$ cat config.mk
export PLATFORM = sky130hd
export DESIGN_NAME = sync_word_frame_extractor
export DESIGN_NICKNAME = d
export VERILOG_FILES = /design/src/design/swfe_pkg.sv /design/src/design/swfe_cfg.sv /design/src/design/swfe_core.sv /design/src/design/swfe_out.sv /design/src/design/sync_word_frame_extractor.sv
export SDC_FILE = /design/constraint.sdc
export NUM_CORES = 1
export LEC_CHECK = 0
export BUFFER_PORTS_ARGS = -buffer_cell sky130_fd_sc_hd__buf_2
export CELL_PAD_IN_SITES_DETAIL_PLACEMENT = 1
export CELL_PAD_IN_SITES_GLOBAL_PLACEMENT = 2
export CORE_AREA = 4 4 107 185
export DETAILED_ROUTE_END_ITERATION = 10
export DIE_AREA = 0 0 111 189
export PLACE_DENSITY = 0.88
export SKIP_CTS_REPAIR_TIMING = 1
export SLEW_MARGIN = 40
export SYNTH_ARGS = -nofsm -noshare
export SYNTH_HDL_FRONTEND = slang
export SYNTH_SLANG_ARGS = --single-unit
$ cat constraint.sdc
create_clock -name clk -period 5.96 [get_ports clk]
set_clock_uncertainty 0.1 [all_clocks]
set_input_delay 1.192 -clock clk [delete_from_list [all_inputs] [get_ports clk]]
set_output_delay 1.192 -clock clk [all_outputs]
set_load 0.03 [all_outputs]
$ cat src/design/swfe_pkg.sv
// shared types and constants for the sync word frame extractor
`timescale 1ns / 1ps
`default_nettype none

package swfe_pkg;

  localparam int unsigned CFG_IDX_W = 2;
  localparam int unsigned CFG_DATA_W = 32;

  typedef enum logic [CFG_IDX_W-1:0] {
    CFG_HEADER  = 2'd0,
    CFG_TRAILER = 2'd1,
    CFG_MAX_LEN = 2'd2
  } cfg_idx_t;

  localparam logic [31:0] HEADER_RESET  = 32'h0116_7b28;
  localparam logic [31:0] TRAILER_RESET = 32'h297d_7e04;
  localparam logic [7:0]  MAX_LEN_RESET = 8'd253;
  localparam logic [7:0]  COUNT_MAX     = 8'hff;

  typedef struct packed {
    logic [31:0] header_pattern;
    logic [31:0] trailer_pattern;
    logic [7:0]  max_frame_bytes;
  } cfg_t;

  typedef struct packed {
    logic       closed_by_limit;
    logic [7:0] frame_length;
    logic       frame_last;
    logic [7:0] payload_byte;
  } res_t;

endpackage

`default_nettype wire

$ cat src/design/swfe_cfg.sv
// configuration register bank
`timescale 1ns / 1ps
`default_nettype none

module swfe_cfg (
  input  wire logic                               clk,
  input  wire logic                               rst,
  input  wire logic                               cfg_valid,
  input  wire logic [swfe_pkg::CFG_IDX_W-1:0]     cfg_index,
  input  wire logic [swfe_pkg::CFG_DATA_W-1:0]    cfg_data,
  output swfe_pkg::cfg_t                          cfg
);
  import swfe_pkg::*;

  always_ff @(posedge clk) begin
    if (rst) begin
      cfg.header_pattern  <= HEADER_RESET;
      cfg.trailer_pattern <= TRAILER_RESET;
      cfg.max_frame_bytes <= MAX_LEN_RESET;
    end else if (cfg_valid) begin
      unique case (cfg_idx_t'(cfg_index))
        CFG_HEADER:  cfg.header_pattern  <= cfg_data[31:0];
        CFG_TRAILER: cfg.trailer_pattern <= cfg_data[31:0];
        CFG_MAX_LEN: cfg.max_frame_bytes <= cfg_data[7:0];
        default: ;
      endcase
    end
  end

endmodule

`default_nettype wire

$ cat src/design/swfe_core.sv
// hunt and frame state with the per-word framing logic
`timescale 1ns / 1ps
`default_nettype none

module swfe_core (
  input  wire logic            clk,
  input  wire logic            rst,
  input  wire swfe_pkg::cfg_t  cfg,
  input  wire logic            accept,
  input  wire logic [7:0]      rx_byte,
  output logic                 res_valid,
  output swfe_pkg::res_t       res,
  output logic [7:0]           byte_count
);
  import swfe_pkg::*;

  logic [31:0] header_shift;
  logic [31:0] trailer_shift;
  logic [31:0] trailer_next;
  logic [7:0]  count_next;
  logic        hunting;
  logic        by_trailer;
  logic        by_limit;
  logic        last;

  always_comb begin
    hunting      = (header_shift != cfg.header_pattern);
    trailer_next = {trailer_shift[23:0], rx_byte};
    count_next   = (byte_count != COUNT_MAX) ? byte_count + 8'd1 : byte_count;
    by_trailer   = (trailer_next == cfg.trailer_pattern);
    by_limit     = (count_next >= cfg.max_frame_bytes);
    last         = by_trailer || by_limit;

    res_valid           = !hunting;
    res.payload_byte    = rx_byte;
    res.frame_last      = last;
    res.frame_length    = count_next;
    res.closed_by_limit = last && !by_trailer;
  end

  always_ff @(posedge clk) begin
    if (rst) begin
      header_shift  <= '0;
      trailer_shift <= '0;
      byte_count    <= '0;
    end else if (accept) begin
      if (hunting) begin
        header_shift <= {header_shift[23:0], rx_byte};
      end else if (last) begin
        header_shift  <= {24'd0, rx_byte};
        trailer_shift <= '0;
        byte_count    <= '0;
      end else begin
        trailer_shift <= trailer_next;
        byte_count    <= count_next;
      end
    end
  end

endmodule

`default_nettype wire

$ cat src/design/swfe_out.sv
// output register with flow control back to the input side
`timescale 1ns / 1ps
`default_nettype none

module swfe_out (
  input  wire logic            clk,
  input  wire logic            rst,
  input  wire logic            in_valid,
  output logic                 in_ready,
  input  wire logic            res_valid,
  input  wire swfe_pkg::res_t  res,
  output logic                 m_tvalid,
  input  wire logic            m_tready,
  output logic [15:0]          m_tdata,
  output logic                 m_tlast,
  output logic                 m_tuser
);
  import swfe_pkg::*;

  res_t held;
  logic load;

  assign in_ready = !m_tvalid || m_tready;
  assign load     = in_valid && in_ready;

  always_ff @(posedge clk) begin
    if (rst) begin
      m_tvalid <= 1'b0;
    end else if (load) begin
      m_tvalid <= res_valid;
    end else if (m_tready) begin
      m_tvalid <= 1'b0;
    end
  end

  always_ff @(posedge clk) begin
    if (load) begin
      held <= res;
    end
  end

  assign m_tdata = {held.frame_length, held.payload_byte};
  assign m_tlast = held.frame_last;
  assign m_tuser = held.closed_by_limit;

endmodule

`default_nettype wire

$ cat src/design/sync_word_frame_extractor.sv
// top level of the sync word frame extractor
// usage:
//   s_* takes one received byte per word in s_tdata[7:0]
//   while hunting, bytes are matched against the header pattern and dropped
//   after a header match, each byte leaves on m_* as payload:
//     m_tdata = {frame_length, payload_byte}, m_tlast closes the frame,
//     m_tuser says the close came from the length limit, not the trailer
//   cfg_* writes header pattern (0), trailer pattern (1), max frame bytes (2);
//     cfg_ready is always high, writes are meant for idle periods
//   a payload word shows on m_* in the cycle after it is taken
//   throughput: one byte per cycle while m_tready is high, set by the single output register
//   when m_tready is low the output word holds and s_tready drops once
//     that register is full
//   rst restores the reset patterns and the limit and starts hunting
//     with cleared shift registers and count
`timescale 1ns / 1ps
`default_nettype none

module sync_word_frame_extractor (
  input  wire logic                             clk,
  input  wire logic                             rst,
  input  wire logic                             s_tvalid,
  output logic                                  s_tready,
  input  wire logic [7:0]                       s_tdata,   // rx_byte
  output logic                                  m_tvalid,
  input  wire logic                             m_tready,
  output logic [15:0]                           m_tdata,   // frame_length, payload_byte
  output logic                                  m_tlast,
  output logic                                  m_tuser,   // closed_by_limit
  input  wire logic                             cfg_valid,
  output logic                                  cfg_ready,
  input  wire logic [swfe_pkg::CFG_IDX_W-1:0]   cfg_index,
  input  wire logic [swfe_pkg::CFG_DATA_W-1:0]  cfg_data
);
  import swfe_pkg::*;

  cfg_t       cfg;
  res_t       res;
  logic       res_valid;
  logic       accept;
  logic [7:0] byte_count;

  assign cfg_ready = 1'b1;
  assign accept    = s_tvalid && s_tready;

  swfe_cfg u_cfg (
    .clk       (clk),
    .rst       (rst),
    .cfg_valid (cfg_valid),
    .cfg_index (cfg_index),
    .cfg_data  (cfg_data),
    .cfg       (cfg)
  );

  swfe_core u_core (
    .clk        (clk),
    .rst        (rst),
    .cfg        (cfg),
    .accept     (accept),
    .rx_byte    (s_tdata),
    .res_valid  (res_valid),
    .res        (res),
    .byte_count (byte_count)
  );

  swfe_out u_out (
    .clk       (clk),
    .rst       (rst),
    .in_valid  (s_tvalid),
    .in_ready  (s_tready),
    .res_valid (res_valid),
    .res       (res),
    .m_tvalid  (m_tvalid),
    .m_tready  (m_tready),
    .m_tdata   (m_tdata),
    .m_tlast   (m_tlast),
    .m_tuser   (m_tuser)
  );

`ifndef SYNTH
  a_limit_implies_last: assert property (@(posedge clk) disable iff (rst)
    m_tvalid && m_tuser |-> m_tlast)
    else $error("limit close without last");

  a_length_nonzero: assert property (@(posedge clk) disable iff (rst)
    m_tvalid |-> m_tdata[15:8] != 8'd0)
    else $error("payload word with zero length");

  a_close_clears_count: assert property (@(posedge clk) disable iff (rst)
    accept && res_valid && res.frame_last |=> byte_count == 8'd0)
    else $error("count not cleared after frame close");

  a_hunt_no_output: assert property (@(posedge clk) disable iff (rst)
    accept && !res_valid |=> !m_tvalid)
    else $error("output word while hunting");
`endif

endmodule

`default_nettype wire
Yosys cells after proc, flatten, opt, wreduce, memory -nomap -nowiden
Index checks and enable logic that the tools add are counted.
{ "classes": {"addsub": 1, "mul": 0, "div": 0, "order_cmp": 1, "n_eq_ne": 5, "shifts": 0, "mux": 7, "bitwise": 1, "n_reduce_logical": 15} }
{ "op_table": {"columns": ["op", "count"], "rows": [
  ["$mux W32", 2],
  ["$eq A32 B32 Y1", 1],
  ["$ne A32 B32 Y1", 1],
  ["$mux W24", 1],
  ["$mux W8", 2],
  ["$reduce_and A2 Y1", 5],
  ["$add A8 B1 Y8 const B", 1],
  ["$ge A8 B8 Y1", 1],
  ["$ne A8 B8 Y1 const B", 1],
  ["$reduce_bool A2 Y1", 2],
  ["$logic_not A1 Y1", 3],
  ["$eq A2 B1 Y1 const B", 1],
  ["$eq A2 B2 Y1 const B", 1],
  ["$logic_and A1 B1 Y1", 2],
  ["$logic_not A2 Y1", 1],
  ["$logic_or A1 B1 Y1", 2],
  ["$mux W1", 2],
  ["$not A1 Y1", 1]
]} }
{ "totals": {"ff_bits": 155, "latch_bits": 0, "ram_bits": 0, "mem_bits_ro": 0, "input_bits": 47, "out_inout_bits": 21, "wordCells": 41, "memories": 0} }

Logic depth before layout (Yosys ltp)
Gate-level depths: netlist of run 1.
{ "depth": {"ltp_word": 6, "depth_mapped": 13, "mapped_depth_nobuf": 11} }

Cells and area by module
Synthesis of run 1 repeated with hierarchy kept, for this count alone.
{ "unflattened": {"hier_cells": 793, "hier_area_um2": 7623.6} }
{ "by_module_without_submodules": {"columns": ["module", "n_inst", "cells_per_inst", "area_per_inst_um2", "seq_area_each_um2"], "rows": [
  ["swfe_core", 1, 476, 4038.9, 1281.2],
  ["swfe_cfg", 1, 291, 2975.4, 1441.4],
  ["swfe_out", 1, 23, 591.8, 560.5],
  ["sync_word_frame_extractor", 1, 3, 17.5, 0.0]
]} }

Worst setup path after synthesis of run 1
No wires, ideal clock.
{ "synth_path": {"kind": "register -> register", "from": "register u_core.byte_count[0]", "to": "register u_out.held (netlist bit u_out.m_tuser) (data pin)", "setup_ps": 265, "arrival_time_ps": 2822, "required_ps": 5595, "setup_slack_ps": 2773, "path_stages_with_launch": 13, "path_buffers": 2, "synth_period_minus_slack_ps": 3187, "cell_sequence": "dfxtp_1 ha_1 and2_1 nand4_1 nand2_1 xnor2_1 ha_1 a211oi_1 o21ai_0 a221oi_1 clkbuf_1 clkbuf_1 nor2_1"} }
{ "synth_rtl": {"columns": ["item", "line", "source"], "rows": [
  ["start: declaration", "swfe_core.sv:13", "output logic [7:0] byte_count"],
  ["start signal: assignment", "swfe_core.sv:55", "byte_count <= count_next;"],
  ["end signal: assignment", "swfe_out.sv:38", "held <= res;"],
  ["end: declaration", "swfe_out.sv:20", "res_t held;"]
]} }

==> results of run 1 <==
==> worst paths after layout <==
check | to | slack [ns] | cells past startpoint
worst min-delay path | u_cfg.cfg[16] | 0.37 | 2
worst max-delay path | u_core.byte_count[1] | 1.79 | 12
worst max register to register | u_core.byte_count[1] | 1.79 | 12
worst min register to register | u_cfg.cfg[16] | 0.37 | 2
==> power by group <==
| group | total, W | internal (W) | switching [W] |
|---|---|---|---|
| logic | 0.000175 | 0.0000630 | 0.000112 |
| registers | 0.00111 | 0.00109 | 0.0000254 |
| clock network | 0.00109 | 0.000656 | 0.000437 |
| total | 0.00238 | 0.00181 | 0.000574 |
==> cell type report <==
class | count | area [sq um] | area share
inverters | 23 | 86.3 | 0.0106
well taps | 238 | 298 | 0.0366
flip-flops and latches | 155 | 3280 | 0.404
multi-input cells | 572 | 3460 | 0.425
repair buffers | 77 | 419 | 0.0516
clock buffers | 20 | 437 | 0.0537
clock inverters | 12 | 148 | 0.0182
==> cells by family after synthesis <==
family          count (synthesis)  share of synthesized area
xor+xnor                       68                     0.0847
fa+ha+maj                       9                     0.0160
flops                         155                      0.467
compound gates                149                      0.137
mux                             2                    0.00285
simple gates                  343                      0.246
other cells                     1                   0.000534
buf+inv                        82                     0.0459
==> worst reg2reg max path: stages, from the launching register on <==
cell and delay (ns):
dfxtp_1 0.45, ha_1 0.21, and2_1 0.21, nand4_1 0.27, nand2_1 0.17, xnor2_1 0.17, ha_1 0.29, a211oi_1 0.20
o21ai_0 0.21, a221oi_4 0.32, buf_4 0.42, nand3_2 0.65, o32ai_2 0.41
==> layout by cell type (no fill, tap or decap), types with 17 or more instances in the layout <==
cell type    n
nand2_1    169
dfxtp_1    137
a21oi_1     66
buf_2       65
nand4_1     53
xor2_1      40
nand2b_1    34
nand3b_1    31
xnor2_1     28
a2bb2oi_1   24
inv_1       22
nor2_1      21
edfxtp_1    18
o21ai_0     17
clkbuf_16   17
==> metal layers <==
layer	share of wire	global-route usage
met2	0.54	0.383
met5	0	0
met1	0.39	0.227
met3	0.021	0.0278
met4	0.050	0.107
==> registers in the layout (all words and copies together) (netlist names) <==
name                  flops
u_out.m_tvalid            1
u_out.m_tlast             1
u_out.m_tuser             1
u_core.byte_count         8
u_core.header_shift      32
u_cfg.cfg                72
u_core.trailer_shift     24
u_out.m_tdata            16
==> metrics by stage <==
step | util | std cells | hold slack, ns | power (W) | worst slack (ns)
floorplan | - | 809 | 0.336 | 0.00124 | 2.77
global placement | 0.409 | 1065 | 0.350 | 0.00131 | 1.41
detailed placement | 0.410 | 1065 | 0.363 | 0.00131 | 1.77
CTS | 0.441 | 1097 | 0.371 | 0.00241 | 1.78
global route | 0.441 | 1097 | 0.386 | 0.00247 | 1.39
finish | 0.441 | 1097 | 0.369 | 0.00238 | 1.79
==> out/qor.yml, run 1 <==
timing:
  finalSetupTns_ns: 0
  hold_viol: 0
  worst_pin_slew_ns: 0.712
  fin_crit_ns: 4.17
  rsz0062_at_grt: "no"
  setup_violations: 0
  fin_crit_sh: 0.699
  fmax_mhz: 240
  relSlewSlack: 0.526
  drv_slew: 0
outcome:
  status: "completed"
setup_path:
  path_buf_inv: 1
  crit_chain: "ha_1 > and2_1 > nand4_1 > nand2_1 > xnor2_1 > ha_1 > a211oi_1 > o21ai_0 > a221oi_4 > buf_4 > nand3_2 > o32ai_2"
  required_ns: 6.18
  crit_path_start_kind: "flop"
  slowest_stage: "nand3_2"
  critPathKind: "reg -> reg"
  critical_path.top_delay_family: "simple AND/OR/NAND/NOR gates"
  crit_top_cell: "ha_1"
  path_max_fanout: 38
  cp.arrival_ns: 4.39
  regToRegStartpoint: "u_core.byte_count[0]"
  cp-end-kind: "flop"
  max_stage_delay_ns: 0.63
  worstSetupStartpoint: "u_core.byte_count[0]"
clocking:
  numCtsBuffers: 17
  cts_sinks: 155
  path_clk_slew_ns: 0.06
  cts_buffer_depth: 2
  cts_tree: "done"
  root_buffer: "clkbuf_16"
  htree_num_levels: 4
  clkLatencyLatePin_ns: 0.42
synth:
  yosysMostFrequentCell: "nand2_1"
  synthesis.area_sq_um: 7030
  synth_top_cell_area_share: 0.390
  syn_inst: 809
  yosysUniqueCellTypes: 42
  synth_common_cells: "nand2_1, dfxtp_1, a21oi_1, nand4_1, clkbuf_1"
  synth-main-ff-cell: "dfxtp_1"
  ys_seq_area_frac: 0.467
  synth_fp_nets: 865
  synth_top_area_cell: "dfxtp_1"
  synth_edf_count: 18
  avgSynthCellArea_sq_um: 8.69
  ys_async_sr_fraction: 0
  synth.area.top_cells: "dfxtp_1, nand2_1, edfxtp_1, xor2_1, nand4_1"
  yosysWarnings: 0
  ys_seq_elements: 155
placed_design:
  dp_hpwl_mm: 15.3
  place_area_sq_um: 7540
  numPortBuffers: 66
  gp_congestion: 0.823
finish:
  area_growth_pct: 15.6
  fin_nets: 902
  num_antenna_cells: 0
  drive_gt1_frac: 0.133
  fin_area_sq_um: 8130
  nFillCells: 2183
grt:
  grt_pass1_vias: 6189
  antenna_found_initial: 0
  track_usage: 0.207
  grt-ovfl-total: 0
  grt_pass1_wl_mm: 33.9
  grt_max_degree: 99
detailed_routing:
  viasPerCell: 5.39
  antenna_left: 0
  drt_iter0_markers: 193
  avgRoutedWirePerCell_microns: 19.6
  drt_first_pass_iters: 4
  vias: 5918
  wirelength_mm: 21.5
  drcViolationCount: 0
run:
  drv_cap: 0
pwr:
  powerDensity_nw_per_um2: 293
  p_leak_nw: 3.22
  ir_worst_vdd_mv: 0.153
floorplanning:
  dieArea_sq_um: 21000
  die_x_microns: 111
  initial_core_util: 0.382
  dieHeight_microns: 189
  design.core.area_sq_um: 18400
  num_rows: 66
  io_pins: 68
min_path:
  hp-class: "reg -> reg"
  min_from: "u_cfg.cfg[16]"
Power figures use the tool's default switching activity.
==> run 2, diff against run 1 <==
--- a/config.mk
+++ b/config.mk
@@ -8,10 +8,10 @@
 export BUFFER_PORTS_ARGS = -buffer_cell sky130_fd_sc_hd__buf_2
 export CELL_PAD_IN_SITES_DETAIL_PLACEMENT = 1
 export CELL_PAD_IN_SITES_GLOBAL_PLACEMENT = 2
-export CORE_AREA = 4 4 107 185
+export CORE_AREA = 4 4 116 201
 export DETAILED_ROUTE_END_ITERATION = 10
-export DIE_AREA = 0 0 111 189
-export PLACE_DENSITY = 0.88
+export DIE_AREA = 0 0 120 205
+export PLACE_DENSITY = 0.8
 export SKIP_CTS_REPAIR_TIMING = 1
 export SLEW_MARGIN = 40
 export SYNTH_ARGS = -nofsm -noshare
==> constraint.sdc (replaced) <==
create_clock -name clk -period 3.35 [get_ports clk]
set_clock_uncertainty 0.1 [all_clocks]
set_input_delay 0.67 -clock clk [delete_from_list [all_inputs] [get_ports clk]]
set_output_delay 0.67 -clock clk [all_outputs]
set_load 0.03 [all_outputs]
==> out/qor.yml, run 2 (synthesized netlist as in run 1, its figures left out) <==
setup_path:
  cp-end-kind: "flop"
  cp.arrival_ns: 3.37  # -1.02 ns
  path_max_fanout: 24  # -37%
  slowest_stage: "xnor2_1"
  crit_chain: "ha_1 > and2_1 > nand4_1 > nand4_1 > xnor2_1 > ha_1 > o2111a_1 > a221oi_4 > buf_12 > nand3_2 > buf_6 > o22ai_1"
  max_stage_delay_ns: 0.35  # -0.28 ns
  critical_path.top_delay_family: "compound AO/OA/AOI/OAI gates"
  required_ns: 3.60  # -2.58 ns
  critPathKind: "reg -> reg"
  crit_path_start_kind: "flop"
  path_buf_inv: 2  # +1
detailed_routing:
  viasPerCell: 5.11  # -5.4%
  vias: 5973  # +0.93%
  wl_met1_mm: 8.37  # +0.37%
  drt_iter0_markers: 273  # +41%
  avgRoutedWirePerCell_microns: 19.4  # -1.0%
  antenna_left: 0  # unchanged
  drcViolationCount: 0  # unchanged
  wirelength_mm: 22.7  # +5.6%
  top_layer_used: "met4"
  drt_first_pass_iters: 4  # unchanged
  routed-wl-met3_microns: 697  # +57%
  route.met2.wl_mm: 12.4  # +7.0%
placed_design:
  numPortBuffers: 66  # unchanged
  gp_congestion: 0.858  # +4.2%
  place_area_sq_um: 7760  # +2.8%
  pre_cts_ws_ns: 0.0480  # -1.73 ns
  dp_hpwl_mm: 16.4  # +7.1%
timing:
  hold_viol: 0  # unchanged
  drv_slew: 0  # unchanged
  setup_slack_ns: 0.230  # -1.56 ns
  relSlewSlack: 0.517  # -0.00883
  fmax_mhz: 320  # +34%
  worst_pin_slew_ns: 0.725  # +0.0132 ns
  setup_violations: 0  # unchanged
  fin_crit_sh: 0.931  # +0.232
  fin_crit_ns: 3.12  # -1.05 ns
pwr:
  p_int_w: 0.00341  # +89%
  powerDensity_nw_per_um2: 521  # +78%
  switching_share: 0.228  # -0.0132
  power_frac_seq: 0.449  # -0.019
  ir_worst_vdd_mv: 0.308  # +100%
  p_clk_frac: 0.478  # +0.019
  power_switching_w: 0.00101  # +75%
  comb_power_share: 0.073  # about the same
  p_leak_nw: 3.38  # +4.9%
finish:
  drive_gt1_frac: 0.148  # +0.0154
  area_growth_pct: 20.6
  layout_common_cells: "nand2_1, dfxtp_1, a21oi_1, buf_2, nand4_1"
  largest-register: "u_cfg.cfg"
  mostFrequentLayoutCell: "nand2_1"
  fin_area_sq_um: 8470  # +4.3%
  fin_nets: 921  # +2.1%
  top_regs: "u_cfg.cfg x72, u_core.header_shift x32, u_core.trailer_shift x24"
  num_antenna_cells: 0  # unchanged
  largest_reg_flops: 72  # unchanged
min_path:
  hp-class: "reg -> reg"
clocking:
  htree_num_levels: 4  # unchanged
  clkLatencyLatePin_ns: 0.43  # about the same
  path_clk_slew_ns: 0.06  # about the same
  cts_tree: "done"
  root_buffer: "clkbuf_16"
  cts_sinks: 155  # unchanged
  numCtsBuffers: 17  # unchanged
  cts_buffer_depth: 2  # unchanged
grt:
  grt_max_degree: 63  # -36%
  grt_pass1_vias: 6221  # +0.52%
  grt-ovfl-total: 0  # unchanged
  grt_pass1_wl_mm: 34.5  # +1.8%
  track_usage: 0.185  # -0.0215
  antenna_found_initial: 0  # unchanged
floorplanning:
  design.core.area_sq_um: 21600  # +17%
  die_x_microns: 120  # +8.1%
  io_pins: 68  # unchanged
  initial_core_util: 0.326  # -0.0561
  dieArea_sq_um: 24600  # +17%
  dieHeight_microns: 205  # +8.5%
  num_rows: 71  # +7.6%
run:
  drv_cap: 0  # unchanged
outcome:
  status: "completed"
## run 2: cell types whose count changed in the layout (fill, tap and decap cells not counted), sizes merged
cell	previous run	this run
buf	77	95
clkinv	6	1
bufinv	3	4
clkinvlp	3	0
clkbuf	20	28
## run 2: per-layer routing
metal	track usage	up-vias
li1	-	2915
met1	0.192	2902
met2	0.345	102
met3	0.0296	54
met4	0.109	0
met5	0	-
## run 2: path summary, 6_finish.rpt
| check | slack, ns | end | cells past startpoint | start |
|---|---|---|---|---|
| worst max-delay path | 0.23 | u_core.trailer_shift[3] | 12 | u_core.byte_count[1] |
| worst min-delay path | 0.37 | u_cfg.cfg[1] | 2 | u_cfg.cfg[1] |
| worst max register to register | 0.23 | u_core.trailer_shift[3] | 12 | u_core.byte_count[1] |
| worst min register to register | 0.37 | u_cfg.cfg[1] | 2 | u_cfg.cfg[1] |
## run 2: power groups by stage
stage / Clock, W / Sequential [W] / Combinational, W
6_report: 0.00211 / 0.00198 / 0.000322
5_1_grt: 0.00222 / 0.00199 / 0.000354
4_1_cts: 0.00215 / 0.00199 / 0.000327
3_5_place_dp: 0 / 0.00203 / 0.000325
3_3_place_gp: 0 / 0.00202 / 0.000321
2_1_floorplan: 0 / 0.00203 / 0.000174
## run 2: worst register-to-register path, stage by stage, from the launching register on
cell	delay [ns]
dfxtp_1	0.33
ha_1	0.20
and2_1	0.17
nand4_1	0.25
nand4_1	0.17
xnor2_1	0.35
ha_1	0.31
o2111a_1	0.20
a221oi_4	0.34
buf_12	0.17
nand3_2	0.08
buf_6	0.19
o22ai_1	0.20
## run 2: layout make-up
class	instances	area (sq um)
multi-input cells	572	3460
clock buffers	27	514
well taps	292	365
repair buffers	96	642
inverters	23	86.3
clock inverters	5	126
fillers	2533	13100
flip-flops and latches	155	3280
## run 2: through the flow
stage	utilization	std cells	setup TNS (ns)	hold WS (ns)	power (W)
CTS	0.389	1165	0	0.360	0.00446
finish	0.393	1170	0	0.365	0.00442
detailed placement	0.359	1133	0	0.357	0.00235
global route	0.393	1170	-0.0283	0.372	0.00456
floorplan	-	809	0	0.336	0.00220
global placement	0.359	1133	0	0.348	0.00235
